## src/hdl/swam_ram.sv

```systemverilog
module swam_ram #(
    parameter int WIDTH = 8,
    parameter int DEPTH = 16,
    localparam int AW = (DEPTH > 1) ? $clog2(DEPTH) : 1
) (
    input  logic             aclk,
    input  logic             wr_en,
    input  logic [AW-1:0]    wr_addr,
    input  logic [WIDTH-1:0] wr_data,
    input  logic             rd_en,
    input  logic [AW-1:0]    rd_addr,
    output logic [WIDTH-1:0] rd_data
);

    logic [WIDTH-1:0] mem [DEPTH];

    always_ff @(posedge aclk) begin
        if (wr_en) begin
            mem[wr_addr] <= wr_data;
        end
        if (rd_en) begin
            rd_data <= mem[rd_addr];
        end
    end

endmodule

```

## config.mk

```make
export PLATFORM = sky130hd
export DESIGN_NAME = swam_ram
export DESIGN_NICKNAME = d
export VERILOG_FILES = /design/src/hdl/swam_ram.sv
export SDC_FILE = /design/constraint.sdc
export NUM_CORES = 1
export LEC_CHECK = 0
export ABC_AREA = 1
export BUFFER_PORTS_ARGS = -buffer_cell sky130_fd_sc_hd__buf_2
export CAP_MARGIN = 20
export CORE_ASPECT_RATIO = 0.9
export CORE_MARGIN = 4
export CORE_UTILIZATION = 25
export CTS_CLUSTER_SIZE = 16
export DETAILED_ROUTE_END_ITERATION = 10
export PLACE_DENSITY_LB_ADDON = 0.2
export SLEW_MARGIN = 25
export SYNTH_ARGS = -nofsm -noshare
export SYNTH_HDL_FRONTEND = slang
export SYNTH_SLANG_ARGS = --single-unit
export TNS_END_PERCENT = 100
```

## constraint.sdc

```tcl
create_clock -name aclk -period 3.7 [get_ports aclk]
set_clock_uncertainty 0.2 [all_clocks]
set_input_delay 0.555 -clock aclk [delete_from_list [all_inputs] [get_ports aclk]]
set_output_delay 0.555 -clock aclk [all_outputs]
set_load 0.01 [all_outputs]
```

Word level (Yosys, flattened, before mapping)
Memory sizes are Yosys's and may differ from the RTL's. A register that Yosys moved wholly into a read port is not among the register bits.
Index checks and enable logic that the tools add are counted.
Widths: inputs -> output; s select.
Word-level totals
  register bits: 0
  RAM bits: 128
  bits of input ports: 19
  logic and storage cells: 3
  memories kept: 1
Memory list
  mem: depth 16, width 8, rd ports 1, clocked after Yosys merged registers in 1, wr ports 1, RTL line 15  | logic [WIDTH-1:0] mem [DEPTH];
Cells by class
  multiplexer cells: 2
Operator list (number)
  $mux 1: 2

Longest topological paths before layout
Gate-level depths: netlist of run 1.
  word-level depth: 2
  mapped depth: 8
  mapped depth without buffers: 7

Worst setup path before layout of run 1
OpenSTA, ideal clock, no wires.
  kind: input to register
  from: in wr_addr[2]
  to: mem mem[10][0], enable pin
  setup time: 370 ps
  data arrival time: 1136 ps
  required time: 3130 ps
  slack: 1994 ps
  stages: 2
  cells stage by stage: nand3b_1 nor2_1
RTL lines
  start: declaration: RTL line 8  | input logic [AW-1:0] wr_addr,
  end: declaration: RTL line 15
No word-level cell before the write port.

==> results of run 1 <==
registers in the layout, summed over array words and instances (netlist names):
register and flops:
mem 128, rd_data 8
worst max-delay path by stage:
stage	from	endpoint	slack [ps]	cells past startpoint
floorplan	wr_addr[2]	mem[10][0]	1990	2
detailed placement	rd_addr[0]	rd_data[1]	1260	9
global placement	rd_addr[0]	rd_data[5]	1260	9
CTS	rd_addr[0]	rd_data[1]	1710	9
finish	rd_addr[0]	rd_data[1]	1690	9
global route	rd_addr[0]	rd_data[5]	1570	9
synth_stat cells:
cell type  instances
nand3b_1           2
edfxtp_1         136
buf_1              1
inv_1            100
buf_2             13
inv_2              2
buf_4              4
nand3_1           97
buf_6              6
nand2_1          173
nor2_1            17
cell families after synthesis:
group / synth area share
flops: 0.698
buf+inv: 0.0939
simple gates: 0.208
stage by stage:
stage / cells / hold WS [ps] / power [mW] / setup WS, ps
2_1_floorplan: 551 / 454 / 1.90 / 1990
3_3_place_gp: 855 / 545 / 1.99 / 1260
3_5_place_dp: 855 / 544 / 1.99 / 1260
4_1_cts: 887 / 282 / 3.60 / 1710
5_1_grt: 887 / 289 / 3.70 / 1570
6_report: 887 / 296 / 3.56 / 1690
cell type report:
| class | instances | area [um2] |
|---|---|---|
| sequential | 136 | 4080 |
| tap | 297 | 372 |
| clock buffer | 19 | 433 |
| timing repair buffer | 31 | 168 |
| fill | 2381 | 16000 |
| inverter | 102 | 383 |
| multi-input combinational | 289 | 1220 |
| clock inverter | 13 | 131 |
routing by layer:
layer / track usage / wire [um]
met1: 0.173 / 7400
met2: 0.171 / 6560
met3: 0.0271 / 557
met4: 0.0441 / 208
met5: 0 / 0
worst reg2reg max path, cell delays in order, from the launching register on:
cell      delay [ps]
edfxtp_1         350
inv_1             60
nand2_1           40
nand3_1          110
nand3_1          140
nand3_1          190
nand2_1           70
power breakdown:
group / leakage [nW] / internal, mW / switching, mW / total, mW
logic: 1.32 / 0.0548 / 0.154 / 0.209
registers: 1.24 / 1.74 / 0.0102 / 1.75
clock network: 0.256 / 0.982 / 0.624 / 1.61
==> summary.md, run 1 <==
| Metric | Value |
|---|---|
| Worst-Skew Late Latency | `420 ps` |
| GRT Overall Usage | `0.118` |
| # rows | `52` |
| Syn Nets | `570` |
| Worst R2R End | `rd_data[1]` |
| Worst setup SP type | `input pin` |
| Netlist cell types | `11` |
| Post-synthesis sequential area ratio | `0.698` |
| Clk slew on worst S/H paths | `60 ps` |
| Initial antenna violation count | `0` |
| H-tree lvl count | `4` |
| Synth area leaders | `edfxtp_1 (70%), nand2_1 (11%), nand3_1 (8.3%)` |
| Synth-to-layout area growth | `16.1%` |
| Largest net degree at the start of global routing | `37` |
| Cell repeated most along the worst path | `nand3_1` |
| Die Width | `169 um` |
| Final slew viol count | `0` |
| Hold path cells | `1` |
| Count of final hold-check violations | `0` |
| Share of layout cells above drive strength 1 | `0.105` |
| Min-Delay Endpoint | `rd_data[0]` |
| Final #Nets | `596` |
| Final Cell Area | `6790 um2` |
| Worst reg2reg startpoint | `mem[11][1]` |
| Worst EP required | `3670 ps` |
| Syn Area/Cell | `10.6 um2` |
| Hpwl dp | `9170 um` |
| R2R depth | `6` |
| First-pass GRT wire length | `22,700 um` |
| CTS Sinks | `136` |
| Buffers plus inverters on the worst setup path | `4` |
| Hold crit path type | `in -> reg` |
| Most common cell after layout, fill and taps aside | `nand2_1` |
| Total number of vias | `3,684` |
| Utilization after layout | `0.298` |
| Grt total ovfl | `0` |
| Critical-path top delay cell | `buf_4` |
| Port bufs | `26` |
| Mapped cell area | `5850 um2` |
| Max transition margin | `0.330` |
| CP Cell Sequence | `buf_2 -> buf_4 -> inv_2 -> buf_4 -> nand2_1 -> nand3_1 -> nand3_1 -> nand3_1 -> nand2_1` |
| I/O pin count | `27` |
| Clock period minus worst slack | `2010 ps` |
| Post-CTS Setup Bufs | `0` |
| Vias per cell | `4.15` |
| R2r setup slk | `2280 ps` |
| CTS tree | `done` |
| Yosys reg bits | `136` |
| CP Class | `in -> reg` |
| Endpoints failing setup | `0` |
| Initial Util | `0.257` |
| Residual DRC | `0` |
| Outcome | `finished, final reports clean` |
| Vias in the first global route | `3,703` |
| Mapped Cells | `551` |
| RSZ-0062 raised after global routing | `no` |
| Post-DP Area | `6220 um2` |
| Max Root-Sink Buffers | `2` |
| Final setup TNS | `0 ps` |
| P per Cell Area | `525 nW/um2` |
| Number of CTS-inserted buffers | `17` |
| Crit share post-route | `0.542` |
| Worst Tran Pin Value | `1000 ps` |
| Most frequent cells in the layout | `nand2_1 (173), edfxtp_1 (136), inv_1 (100)` |
| Critical path's top delay family | `buffers and inverters` |
| Maximum vdd drop | `0.323 mV` |
| RD Place Congestion | `0.742` |
| Drt pass-1 iters | `5` |
| Yosys top cell area share | `0.698` |
| FMAX | `499 MHz` |
| Die Span Y | `153 um` |
| Synth Warn # | `0` |
| Synth area leader | `edfxtp_1` |
| Routed WL per cell | `16.6 um` |
| Drt initial violations | `252` |
| Core Area | `22,800 um2` |
| Routed WL | `14,700 um` |
| Post-CTS Hold Buffers | `0` |
| Critical Path End Type | `register` |
| Crit path largest cell delay | `330 ps` |
| Max_cap viols | `0` |
| Pleak | `2.81 nW` |
| Die ar. | `25,900 um2` |
| Post-DRT Antenna Nets | `0` |
| Hold Startpoint | `rd_en` |
| CP arrival | `1970 ps` |
| Post-CTS sizing | `0` |
| Crit Path Max Fanout | `34` |
| Root Buffer | `clkbuf_16` |
| Diodes inserted | `0` |
No activity file was read; power rests on OpenSTA's default activity.
==> inputs of run 2 (changes only) <==
clock period = 1.8 ns   (was 3.7 ns; I/O delays follow)
==> summary.md, run 2 (same netlist as run 1, synthesis figures left out) <==
| Metric | Value |
|---|---|
| Logic pwr share | `0.062` |
| Synth-to-layout area growth | `19.6%` |
| Most common cell after layout, fill and taps aside | `nand2_1` |
| P per Cell Area | `1070 nW/um2` |
| Residual DRC | `0` |
| Fill count | `2,364` |
| Core Area | `22,800 um2` |
| Drt initial violations | `271` |
| Crit share post-route | `0.848` |
| Final setup TNS | `0 ps` |
| Pint | `5.86 mW` |
| Vias in the first global route | `3,764` |
| Critical-path top delay cell | `edfxtp_1` |
| Final #Nets | `615` |
| Total number of vias | `3,826` |
| Buffers plus inverters on the worst setup path | `1` |
| Diodes inserted | `0` |
| Net Sw Power | `1.60 mW` |
| Final slew viol count | `0` |
| Clk slew on worst S/H paths | `60 ps` |
| I/O pin count | `27` |
| CP Cell Sequence | `buf_2` |
| Critical Path End Type | `primary output` |
| RSZ-0062 raised after global routing | `no` |
| Most flop-heavy register | `mem` |
| Largest net degree at the start of global routing | `57` |
| Final non-filler cell total | `906` |
| Post-DP Area | `6420 um2` |
| Die Width | `169 um` |
| Max reg flops | `128` |
| Share of layout cells above drive strength 1 | `0.126` |
| DP Worst Slack | `-67.4 ps` |
| Clock period minus worst slack | `1530 ps` |
| Max_cap viols | `0` |
| Post-DRT Antenna Nets | `0` |
| Initial antenna violation count | `0` |
| Die ar. | `25,900 um2` |
| Routed WL per cell | `16.9 um` |
| Pleak | `2.96 nW` |
| First-pass GRT wire length | `23,400 um` |
| Worst Tran Pin Value | `631 ps` |
| Worst EP required | `1330 ps` |
| Worst Hold Margin | `25.8 ps` |
| Regs by FF count | `mem: 128 flops, rd_data: 8 flops` |
| Initial Util | `0.257` |
| Critical path's top delay family | `flip-flops` |
| CP arrival | `1060 ps` |
| CTS Sinks | `136` |
| Final WS setup | `273 ps` |
| RD Place Congestion | `0.823` |
| Drt pass-1 iters | `4` |
| Grt total ovfl | `0` |
| Endpoints failing setup | `0` |
| Max Root-Sink Buffers | `2` |
| Max transition margin | `0.578` |
| Worst-Skew Late Latency | `410 ps` |
| Maximum vdd drop | `0.646 mV` |
| Outcome | `finished, final reports clean` |
| FMAX | `655 MHz` |
| H-tree lvl count | `4` |
| Routed WL | `15,300 um` |
| Utilization after layout | `0.307` |
| CP Class | `reg -> out` |
| Final Cell Area | `6990 um2` |
| Hold crit path type | `in -> reg` |
| Most frequent cells in the layout | `nand2_1 (173), edfxtp_1 (136), inv_1 (100)` |
| Placed cells | `874` |
| Post-CTS sizing | `0` |
| Hpwl dp | `9790 um` |
| Root Buffer | `clkbuf_16` |
| Clock network power share | `0.455` |
| # rows | `52` |
| Die Span Y | `153 um` |
| CTS tree | `done` |
| Switching Share | `0.214` |
| Post-CTS Setup Bufs | `0` |
| Vias per cell | `4.22` |
| Flop pwr share | `0.483` |
| Count of final hold-check violations | `0` |
| Post-CTS Hold Buffers | `0` |
| Worst setup SP type | `register` |
| Number of CTS-inserted buffers | `17` |
| GRT Overall Usage | `0.123` |
| Power, Total | `7.45 mW` |
| Port bufs | `26` |
| Crit Path Max Fanout | `1` |
| Crit path largest cell delay | `460 ps` |
run 2: changes by cell type in the layout (fill, tap and decap cells not counted), sizes merged:
cell,previous run,this run
bufinv,2,3
buf,31,50
clkinvlp,6,1
clkbuf,19,20
clkinv,5,8
run 2: final cells by class:
type	instances	area [um2]	share of cell area
clock buffers	20	437	0.0624
clock inverters	12	133	0.0190
inverters	102	383	0.0547
multi-input cells	289	1210	0.174
flip-flops and latches	136	4080	0.584
well taps	297	372	0.0531
repair buffers	50	373	0.0533
run 2: worst register-to-register path, stage by stage, from the launching register on:
cell      delay, ps
edfxtp_1        350
inv_1            60
nand2_1          50
nand3_1          80
nand3_1         140
nand3_1         170
nand2_1          60
run 2: path summary, 6_finish.rpt:
check / slack (ps) / startpoint / depth (start not counted) / end
worst max register to register: 450 / mem[6][3] / 6 / rd_data[3]
worst max-delay path: 270 / rd_data[5] / 1 / rd_data[5]
worst min-delay path: 30 / rd_en / 1 / rd_data[5]
worst min register to register: 560 / mem[12][5] / 6 / rd_data[5]
run 2: routing by layer:
layer	GRT usage	vias to the layer above	part of all wire	wire, um
met1	0.171	1860	0.48	7270
met5	0	-	0	0
met4	0.0448	0	0.021	319
met3	0.0256	20	0.037	565
li1	-	1870	-	-
met2	0.190	76	0.47	7130
run 2: power groups by stage:
stage | Sequential [mW] | Clock, mW | Combinational [mW]
2_1_floorplan | 3.66 | 0 | 0.250
3_3_place_gp | 3.66 | 0 | 0.477
3_5_place_dp | 3.66 | 0 | 0.480
4_1_cts | 3.60 | 3.45 | 0.481
5_1_grt | 3.60 | 3.61 | 0.525
6_report | 3.60 | 3.39 | 0.464
