<file path="src/hdl/swam_pkg.sv">
package swam_pkg;

    localparam int HIST_W          = 11;
    localparam int CFG_W           = 11;
    localparam int VALUE_W         = 16;
    localparam int ACTION_W        = 2;
    localparam int POS_W           = 21;
    localparam int TC_W            = 21;
    localparam int M_TDATA_W       = 24;
    localparam int MAX_TEXT_LENGTH = 1048576;

    typedef enum logic [ACTION_W-1:0] {
        ACT_CLEAR   = 2'd0,
        ACT_PATTERN = 2'd1,
        ACT_TEXT    = 2'd2
    } action_t;

    typedef enum logic [2:0] {
        ST_IDLE,
        ST_DLY_WAIT,
        ST_LEAVE_MOD,
        ST_ENTER_MOD,
        ST_PAT_MOD
    } state_t;

    // Commands to the histogram read-modify-write unit.
    typedef struct packed {
        logic rd_en;
        logic wr_en;
        logic clr;
        logic win_sel;
        logic dec;
    } hist_cmd_t;

endpackage

</file>
<file path="src/hdl/swam_ram.sv">
module swam_ram #(
    parameter int WIDTH = 8,
    parameter int DEPTH = 16,
    localparam int AW = (DEPTH > 1) ? $clog2(DEPTH) : 1
) (
    input  logic             aclk,
    input  logic             wr_en,
    input  logic [AW-1:0]    wr_addr,
    input  logic [WIDTH-1:0] wr_data,
    input  logic             rd_en,
    input  logic [AW-1:0]    rd_addr,
    output logic [WIDTH-1:0] rd_data
);

    logic [WIDTH-1:0] mem [DEPTH];

    always_ff @(posedge aclk) begin
        if (wr_en) begin
            mem[wr_addr] <= wr_data;
        end
        if (rd_en) begin
            rd_data <= mem[rd_addr];
        end
    end

endmodule

</file>
<file path="src/hdl/swam_hist.sv">
module swam_hist #(
    parameter int NUM_BINS = 100,
    localparam int BIN_W = $clog2(NUM_BINS)
) (
    input  logic                aclk,
    input  logic                aresetn,
    input  swam_pkg::hist_cmd_t cmd,
    input  logic [BIN_W-1:0]    rd_bin,
    output logic                all_agree
);

    import swam_pkg::*;

    localparam int AGR_W = $clog2(NUM_BINS + 1);
    localparam int ENT_W = 2 * HIST_W;

    logic [NUM_BINS-1:0] valid_reg;
    logic [BIN_W-1:0]    addr_reg;
    logic                ent_valid_reg;
    logic                fwd_reg;
    logic [ENT_W-1:0]    fwd_data_reg;
    logic [ENT_W-1:0]    ram_q;
    logic [ENT_W-1:0]    cur_entry;
    logic [ENT_W-1:0]    new_entry;
    logic [AGR_W-1:0]    agree_reg;
    logic [AGR_W-1:0]    agree_next;
    logic [HIST_W-1:0]   pat_cnt;
    logic [HIST_W-1:0]   win_cnt;
    logic [HIST_W-1:0]   tgt_cnt;
    logic [HIST_W-1:0]   tgt_new;
    logic [HIST_W-1:0]   pat_new;
    logic [HIST_W-1:0]   win_new;
    logic                eq_before;
    logic                eq_after;

    // Each entry holds the pattern count in the upper half, the window count below.
    swam_ram #(
        .WIDTH(ENT_W),
        .DEPTH(NUM_BINS)
    ) u_ram (
        .aclk    (aclk),
        .wr_en   (cmd.wr_en),
        .wr_addr (addr_reg),
        .wr_data (new_entry),
        .rd_en   (cmd.rd_en),
        .rd_addr (rd_bin),
        .rd_data (ram_q)
    );

    always_comb begin
        if (fwd_reg) begin
            cur_entry = fwd_data_reg;
        end else if (ent_valid_reg) begin
            cur_entry = ram_q;
        end else begin
            cur_entry = '0;
        end
        pat_cnt = cur_entry[ENT_W-1:HIST_W];
        win_cnt = cur_entry[HIST_W-1:0];
        tgt_cnt = cmd.win_sel ? win_cnt : pat_cnt;
        if (cmd.dec) begin
            tgt_new = (tgt_cnt != '0) ? tgt_cnt - 1'b1 : tgt_cnt;
        end else begin
            tgt_new = (tgt_cnt != {HIST_W{1'b1}}) ? tgt_cnt + 1'b1 : tgt_cnt;
        end
        pat_new   = cmd.win_sel ? pat_cnt : tgt_new;
        win_new   = cmd.win_sel ? tgt_new : win_cnt;
        new_entry = {pat_new, win_new};
        eq_before = (pat_cnt == win_cnt);
        eq_after  = (pat_new == win_new);

        agree_next = agree_reg;
        if (cmd.wr_en) begin
            if (eq_before && !eq_after) begin
                agree_next = agree_reg - 1'b1;
            end else if (!eq_before && eq_after) begin
                agree_next = agree_reg + 1'b1;
            end
        end
        all_agree = (agree_next == AGR_W'(NUM_BINS));
    end

    always_ff @(posedge aclk) begin
        if (!aresetn || cmd.clr) begin
            valid_reg <= '0;
            agree_reg <= AGR_W'(NUM_BINS);
            fwd_reg   <= 1'b0;
        end else begin
            if (cmd.wr_en) begin
                valid_reg[addr_reg] <= 1'b1;
                agree_reg           <= agree_next;
            end
            if (cmd.rd_en) begin
                // A write to the entry being read lands too late for the RAM output.
                fwd_reg <= cmd.wr_en && (addr_reg == rd_bin);
            end
        end
    end

    always_ff @(posedge aclk) begin
        if (cmd.rd_en) begin
            addr_reg      <= rd_bin;
            ent_valid_reg <= valid_reg[rd_bin];
            fwd_data_reg  <= new_entry;
        end
    end

endmodule

</file>
<file path="config.mk">
export PLATFORM = sky130hd
export DESIGN_NAME = swam_hist
export DESIGN_NICKNAME = d
export VERILOG_FILES = /design/src/hdl/swam_pkg.sv /design/src/hdl/swam_ram.sv /design/src/hdl/swam_hist.sv
export SDC_FILE = /design/constraint.sdc
export NUM_CORES = 2
export LEC_CHECK = 0
export BUFFER_PORTS_ARGS = -buffer_cell sky130_fd_sc_hd__buf_2
export CORE_ASPECT_RATIO = 0.8
export CORE_UTILIZATION = 45
export CTS_CLUSTER_SIZE = 28
export DETAILED_ROUTE_END_ITERATION = 7
export PLACE_DENSITY = 0.69
export SETUP_SLACK_MARGIN = 0.2
export SLEW_MARGIN = 30
export SYNTH_ARGS = -nofsm -noshare
export SYNTH_HDL_FRONTEND = slang
export SYNTH_SLANG_ARGS = --single-unit
</file>
<file path="constraint.sdc">
create_clock -name aclk -period 10.1 [get_ports aclk]
set_clock_uncertainty 0.2 [all_clocks]
set_input_delay 1.01 -clock aclk [delete_from_list [all_inputs] [get_ports aclk]]
set_output_delay 1.01 -clock aclk [all_outputs]
set_load 0.005 [all_outputs]
</file>
# Word level (Yosys, flattened, before mapping)
# Memory sizes are Yosys's and may differ from the RTL's. A register that Yosys moved wholly into a read port is not among the register bits.
# Index checks and enable logic that the tools add are counted.
classes:
  order_cmp: 3
  addsub: 4
  n_mux: 17
  n_reduce_logical: 9
  n_eq_ne: 5
  bitwise_logic: 1
ops:
  columns: ["operator", "n"]
  rows:
  - ["100-bit bitwise OR", 1]
  - ["11-bit 2-to-1 mux", 6]
  - ["22-bit 2-to-1 mux", 2]
  - ["11-bit equality test", 2]
  - ["7-bit 2-to-1 mux", 3]
  - ["7-bit by 8-bit less-than comparator with 1-bit output (second input constant)", 2]
  - ["11-bit by 1-bit adder with 11-bit output (second input constant)", 1]
  - ["11-bit inequality test (second input constant)", 1]
  - ["11-bit nonzero test", 1]
  - ["11-bit by 1-bit subtractor with 11-bit output (second input constant)", 1]
  - ["7-bit by 1-bit adder with 7-bit output (second input constant)", 1]
  - ["1-bit binary-select mux with 7-bit select", 1]
  - ["1-bit demux with 7-bit select", 1]
  - ["7-bit equality test", 1]
  - ["7-bit equality test (second input constant)", 1]
  - ["7-bit by 1-bit greater-or-equal comparator with 1-bit output (second input constant)", 1]
  - ["7-bit by 1-bit subtractor with 7-bit output (second input constant)", 1]
  - ["1-bit logical AND", 4]
  - ["1-bit 2-to-1 mux", 4]
  - ["1-bit logical NOT", 3]
  - ["1-bit logical OR", 1]
totals:
  mem_count: 1
  ram_bits: 2200
  output_inout_bits: 1
  wordCells: 46
  reg_bits: 138
memory_table:
  columns: ["memory", "depth", "width", "read_ports", "rd_ports_with_merged_regs", "wr", "line_no", "text"]
  rows:
  - ["u_ram.mem", 100, 22, 1, 1, 1, "swam_ram.sv:15", "logic [WIDTH-1:0] mem [DEPTH];"]

# Longest topological paths before layout
logic_depth:
  ltp_word: 13
  ltp_mapped: 16
  depth_no_buf: 14

# Modules after synthesis
# From an unflattened synthesis, not the netlist that was laid out.
unflattened:
  cells_unflattened: 4369
  area_unflattened_um2: 92570.0
modules_own_cells:
  columns: ["mod", "cells_each", "area_per_inst_um2", "instances"]
  rows:
  - ["swam_ram", 3478, 84617.4, 1]
  - ["swam_hist", 891, 7952.6, 1]

# Least setup slack after synthesis
# Ideal clock, no wire load.
synth_path:
  kind: "input to register"
  start: "input port cmd[1] (netlist bit)"
  end: "register fwd_data_reg[17] (data pin)"
  cell_stages: 11
  n_path_buf: 3
  arrival_time_ps: 7192
  setup_slack_ps: 1720
  path_cell_list: "inv_1 -> clkbuf_1 -> clkbuf_1 -> buf_1 -> mux2i_1 -> ha_1 -> inv_1 -> o31ai_4 -> nor2_1 -> or2_2 -> o21ai_0"
synth_via:
  elab_chain_cells: 5
  word_cells_on_any_way: 9
  cone_classes: "add/sub: 2; eq/ne: 1; mux: 5; reduce/logical: 1"
synth_rtl:
  columns: ["item", "line_no", "text"]
  rows:
  - ["start, declared", "swam_hist.sv:7", "input swam_pkg::hist_cmd_t cmd,"]
  - ["11-bit 2-to-1 mux", "swam_hist.sv:60", "tgt_cnt = cmd.win_sel ? win_cnt : pat_cnt;"]
  - ["11-bit by 1-bit adder with 11-bit output, or another cell as far along", "swam_hist.sv:64", "tgt_new = (tgt_cnt != {HIST_W{1'b1}}) ? tgt_cnt + 1'b1 : tgt_cnt;"]
  - ["11-bit 2-to-1 mux (on tied branches)", "swam_hist.sv:64, swam_hist.sv:62", null]
  - ["11-bit 2-to-1 mux", "swam_hist.sv:61", "if (cmd.dec) begin"]
  - ["11-bit 2-to-1 mux (*)", "swam_hist.sv:66", "pat_new = cmd.win_sel ? pat_cnt : tgt_new;"]
  - ["named net pat_new[6]", "swam_hist.sv:31", "logic [HIST_W-1:0] pat_new;"]
  - ["end signal, assigned", "swam_hist.sv:104", "fwd_data_reg <= new_entry;"]
  - ["end, declared", "swam_hist.sv:21", "logic [ENT_W-1:0] fwd_data_reg;"]
# The timed path passes the listed nets; every way through them passes the cells marked *.
# A chain may end at the register's enable or synchronous reset.

# Worst setup path after layout
layout_path:
  start: "register fwd_reg"
  end: "output port all_agree"
layout_via:
  elab_chain_cells: 12
  word_cells_on_any_way: 21
  cone_classes: "add/sub: 2; eq/ne: 4; mux: 10; reduce/logical: 5"
layout_rtl:
  columns: ["item", "line_no", "text"]
  rows:
  - ["start, declared", "swam_hist.sv:20", "logic fwd_reg;"]
  - ["start signal, assigned", "swam_hist.sv:95", "fwd_reg <= cmd.wr_en && (addr_reg == rd_bin);"]
  - ["22-bit 2-to-1 mux (*)", "swam_hist.sv:51", "if (fwd_reg) begin"]
  - ["11-bit 2-to-1 mux", "swam_hist.sv:60", null]
  - ["11-bit by 1-bit adder with 11-bit output, or another cell as far along", "swam_hist.sv:64", null]
  - ["11-bit 2-to-1 mux (on tied branches)", "swam_hist.sv:64, swam_hist.sv:62", null]
  - ["11-bit 2-to-1 mux", "swam_hist.sv:61", null]
  - ["11-bit 2-to-1 mux (on tied branches)", "swam_hist.sv:66, swam_hist.sv:67", null]
  - ["11-bit equality test", "swam_hist.sv:70", "eq_after = (pat_new == win_new);"]
  - ["1-bit logical AND or 1-bit logical NOT (tied branches)", "swam_hist.sv:76, swam_hist.sv:74", null]
  - ["7-bit 2-to-1 mux or 1-bit logical AND (tied branches)", "swam_hist.sv:76, swam_hist.sv:74", null]
  - ["7-bit 2-to-1 mux (*)", "swam_hist.sv:74", "if (eq_before && !eq_after) begin"]
  - ["7-bit 2-to-1 mux (*)", "swam_hist.sv:73", "if (cmd.wr_en) begin"]
  - ["7-bit equality test (*)", "swam_hist.sv:80", "all_agree = (agree_next == AGR_W'(NUM_BINS));"]
  - ["end, declared", "swam_hist.sv:9", "output logic all_agree"]
# Every way passes the cells marked *; elsewhere a longest branch is shown, timed or not.

==> run_results.csv <==
group,metric,value,unit
critical_path,end_kind,"output port",
sta,max_freq,143,MHz
routing,via_count,44341,
layout,area_growth,13.1,%
logic_synthesis,syn_nets,4133,
logic_synthesis,synthFlopType,"edfxtp_1",
run,maxCapViolCount,0,
layout,nNetsFinal,4296,
floorplan,die-area,206000,µm²
placed_design,gp_congestion,0.822,
power_and_ir_drop,ir_drop,0.000212,V
critical_path,critPathMaxFanout,57,
power_and_ir_drop,p_leak,32.0,nW
floorplan,io_pins,15,
logic_synthesis,yosysTopAreaCell,"edfxtp_1",
critical_path,cp.arrival,5.81,ns
outcome,outcome,"complete, no violations",
placed_design,dp_hpwl,125000,µm
clocking,cts_sinks,2360,
logic_synthesis,synth_cell_types,78,
floorplan,dieWidth,507,µm
layout,largest_register_ffs,2200,
min_path,hold_path.class,"input pin to flip-flop",
logic_synthesis,syn_area,91700,µm²
clocking,htree_levels,4,
critical_path,critical_path_class,"flip-flop to output port",
grt,antenna_found_initial,23,
layout,fillCellCount,15439,
logic_synthesis,ys_top_cells_by_area,"edfxtp_1 74%, mux4_2 18%, dfxtp_1 2.4%",
critical_path,r2r-start,"fwd_reg",
logic_synthesis,synth_seq_cells,2360,
layout,utilization,0.515,
clocking,holdBufCountCts,0,
power_and_ir_drop,combinationalPowerShare,0.067,
sta,finalCritPeriodShare,0.695,
logic_synthesis,syn_inst,4116,
logic_synthesis,synth.area.mux_share,0.187,
power_and_ir_drop,power_density,194,nW/µm²
clocking,post_cts_buffers,0,
routing,postRouteWirelength,224000,µm
power_and_ir_drop,pwr-share-clk,0.388,
layout,fin_area,104000,µm²
floorplan,start_util,0.455,
critical_path,crit_required,8.89,ns
routing,wire_per_inst,31.4,µm
sta,fin_crit,7.02,ns
floorplan,fp-row-count,147,
sta,drv_slew,0,
sta,setup_viol,0,
logic_synthesis,avgSynthCellArea,22.3,µm²
logic_synthesis,async_flop_share,0,
power_and_ir_drop,net-switching-power,4.45,mW
sta,setup_tns,0,ns
clocking,clk_path_buf_depth,3,
routing,first_pass_iters,7,
routing,drcViolationCount,0,
power_and_ir_drop,swShare,0.221,
power_and_ir_drop,seqPwrFrac,0.545,
power_and_ir_drop,internal_power,15.7,mW
routing,routed_via_density,6.21,
sta,tightest_slew,1.02,ns
clocking,numCtsBuffers,205,
clocking,clkSlewWorstSetupHoldPaths,0.06,ns
clocking,cts-root-buf,"clkbuf_16",
clocking,cts_resized,0,
routing,drtAntennaViolNets,0,
logic_synthesis,synth_adder_area_share,0.000409,
logic_synthesis,synth_top_family_by_area,"multiplexers",
placed_design,place_area,96700,µm²
routing,drtIter0Drc,6446,
critical_path,crit_start,"fwd_reg",
clocking,cts_tree,"built",
logic_synthesis,synth_simple_gate_area_frac,0.0265,
grt,grt_pass1_vias,42837,
floorplan,die_h,406,µm
logic_synthesis,synthXorXnorAreaFrac,0.00420,
clocking,worstSkewPairLatency,0.86,ns
placed_design,portBuffers,14,
floorplan,coreArea,202000,µm²
logic_synthesis,synth_enable_flop_cells,2252,
logic_synthesis,ys_warn_count,0,
grt,grt_overflow,0,
logic_synthesis,synth_compound_area_frac,0.0111,
grt,grt_max_degree,107,
sta,rsz0062_at_grt,"false",
logic_synthesis,netlist.area_leader.share,0.737,
grt,track_usage,0.218,
sta,slew_headroom,0.320,
grt,grt_pass1_wl,318000,µm
critical_path,cp-start-kind,"flip-flop",
sta,hold_violations,0,
min_path,hp-start,"cmd[2]",
layout,final_layout_size_suffix_gt1_frac,0.310,
logic_synthesis,ys_seq_area_frac,0.761,
## logic make-up (layout without fill, tap and decap cells)
group	Yosys count	count (layout)
adder cells (fa/ha/maj)	3	3
multiplexers	789	789
XOR/XNOR	44	44
AO/OA/AOI/OAI	147	147
AND/OR/NAND/NOR	544	544
flip-flops	2360	2360
other	0	3
buffers and inverters	229	571
## synthesized netlist by cell type, types with 6 or more instances
cell / n
nand4_1: 11
nor2b_1: 11
nand4b_1: 6
inv_1: 8
edfxtp_1: 2252
o211ai_1: 6
nand3_1: 30
clkbuf_1: 131
a31oi_1: 11
and2_1: 10
nand2_1: 94
buf_2: 9
nor2_1: 320
dfxtp_1: 108
mux2i_1: 27
nor3_1: 12
o21ai_0: 43
buf_1: 75
mux2_2: 25
xor2_1: 11
xnor2_1: 33
and3b_1: 6
mux4_2: 737
nand3b_1: 9
a21oi_1: 26
## final timing paths
check                                endpoint  slack, ns  cells past startpoint
worst max-delay path                all_agree       3.08                     14
worst min-delay path             agree_reg[2]       0.26                      3
worst max register to register   agree_reg[0]       5.00                     13
worst min register to register  valid_reg[50]       0.27                      2
## metal layers
| layer | global-route usage | share of wire | vias up |
|---|---|---|---|
| met5 | 0 | 0.00035 | - |
| met4 | 0.0592 | 0.024 | 12 |
| met2 | 0.326 | 0.45 | 2445 |
| met1 | 0.330 | 0.42 | 23895 |
| met3 | 0.0428 | 0.10 | 349 |
| li1 | - | - | 17640 |
## power by group through the flow
stage	combinational (mW)	sequential [mW]	clock (mW)
global route	1.41	11.0	8.29
detailed placement	1.33	11.2	0
CTS	1.33	11.0	7.92
floorplan	0.758	11.2	0
global placement	1.28	11.2	0
finish	1.34	11.0	7.82
## worst max-delay path, cell delays in order (launching register included)
cell,delay [ns]
dfxtp_2,0.52
buf_4,0.48
nor2b_1,0.19
a22o_1,0.31
o32a_1,0.46
nor2_1,0.30
nor2_1,0.07
o32ai_1,0.87
xor2_1,0.25
and4_4,0.29
nand2_4,0.08
or4_1,0.46
and2_1,0.19
nor4_2,0.31
buf_2,0.17
## cell type report
class                           count  area [µm²]  share of cell area
Antenna cell                        3        7.51           0.0000724
Clock buffer                      268        5520              0.0532
Clock inverter                    118        1120              0.0108
Inverter                            9        33.8            0.000326
Multi-Input combinational cell   1527       21700               0.210
Sequential cell                  2360       69800               0.673
Tap cell                         2682        3360              0.0324
Timing Repair Buffer              176        2150              0.0208
## stage by stage
step / power (mW) / setup WS, ns / std cells / hold WS, ns
global placement: 12.5 / 3.41 / 6716 / 0.244
detailed placement: 12.5 / 3.54 / 6740 / 0.254
CTS: 20.2 / 2.96 / 7126 / 0.205
floorplan: 12.0 / 1.72 / 4116 / 0.235
global route: 20.7 / 2.88 / 7141 / 0.273
finish: 20.2 / 3.08 / 7143 / 0.263
## placed cells by master, fill, tap and decap left out, types with 9 or more instances in the layout
| cell type | synthesis | layout |
|---|---|---|
| nand3b_1 | 9 | 9 |
| and2_1 | 10 | 10 |
| nor2_1 | 320 | 223 |
| a31oi_1 | 11 | 11 |
| buf_2 | 9 | 9 |
| nand4_1 | 11 | 11 |
| nand2_1 | 94 | 89 |
| mux4_2 | 737 | 737 |
| nor2_2 | 0 | 52 |
| edfxtp_1 | 2252 | 2252 |
| a21oi_1 | 26 | 20 |
| dfxtp_1 | 108 | 107 |
| buf_16 | 0 | 32 |
| mux2i_1 | 27 | 26 |
| nor2_4 | 0 | 45 |
| bufinv_16 | 0 | 17 |
| nor3_1 | 12 | 9 |
| buf_12 | 0 | 9 |
| buf_4 | 2 | 108 |
| xnor2_1 | 33 | 25 |
| clkinv_1 | 0 | 45 |
| mux2_2 | 25 | 25 |
| nor2b_1 | 11 | 11 |
| clkinv_2 | 0 | 35 |
| clkbuf_1 | 131 | 49 |
| clkbuf_16 | 0 | 209 |
| nand3_1 | 30 | 29 |
| o21ai_0 | 43 | 40 |
| buf_6 | 3 | 11 |
| xor2_1 | 11 | 9 |
No activity file was read; power rests on OpenSTA's default activity.
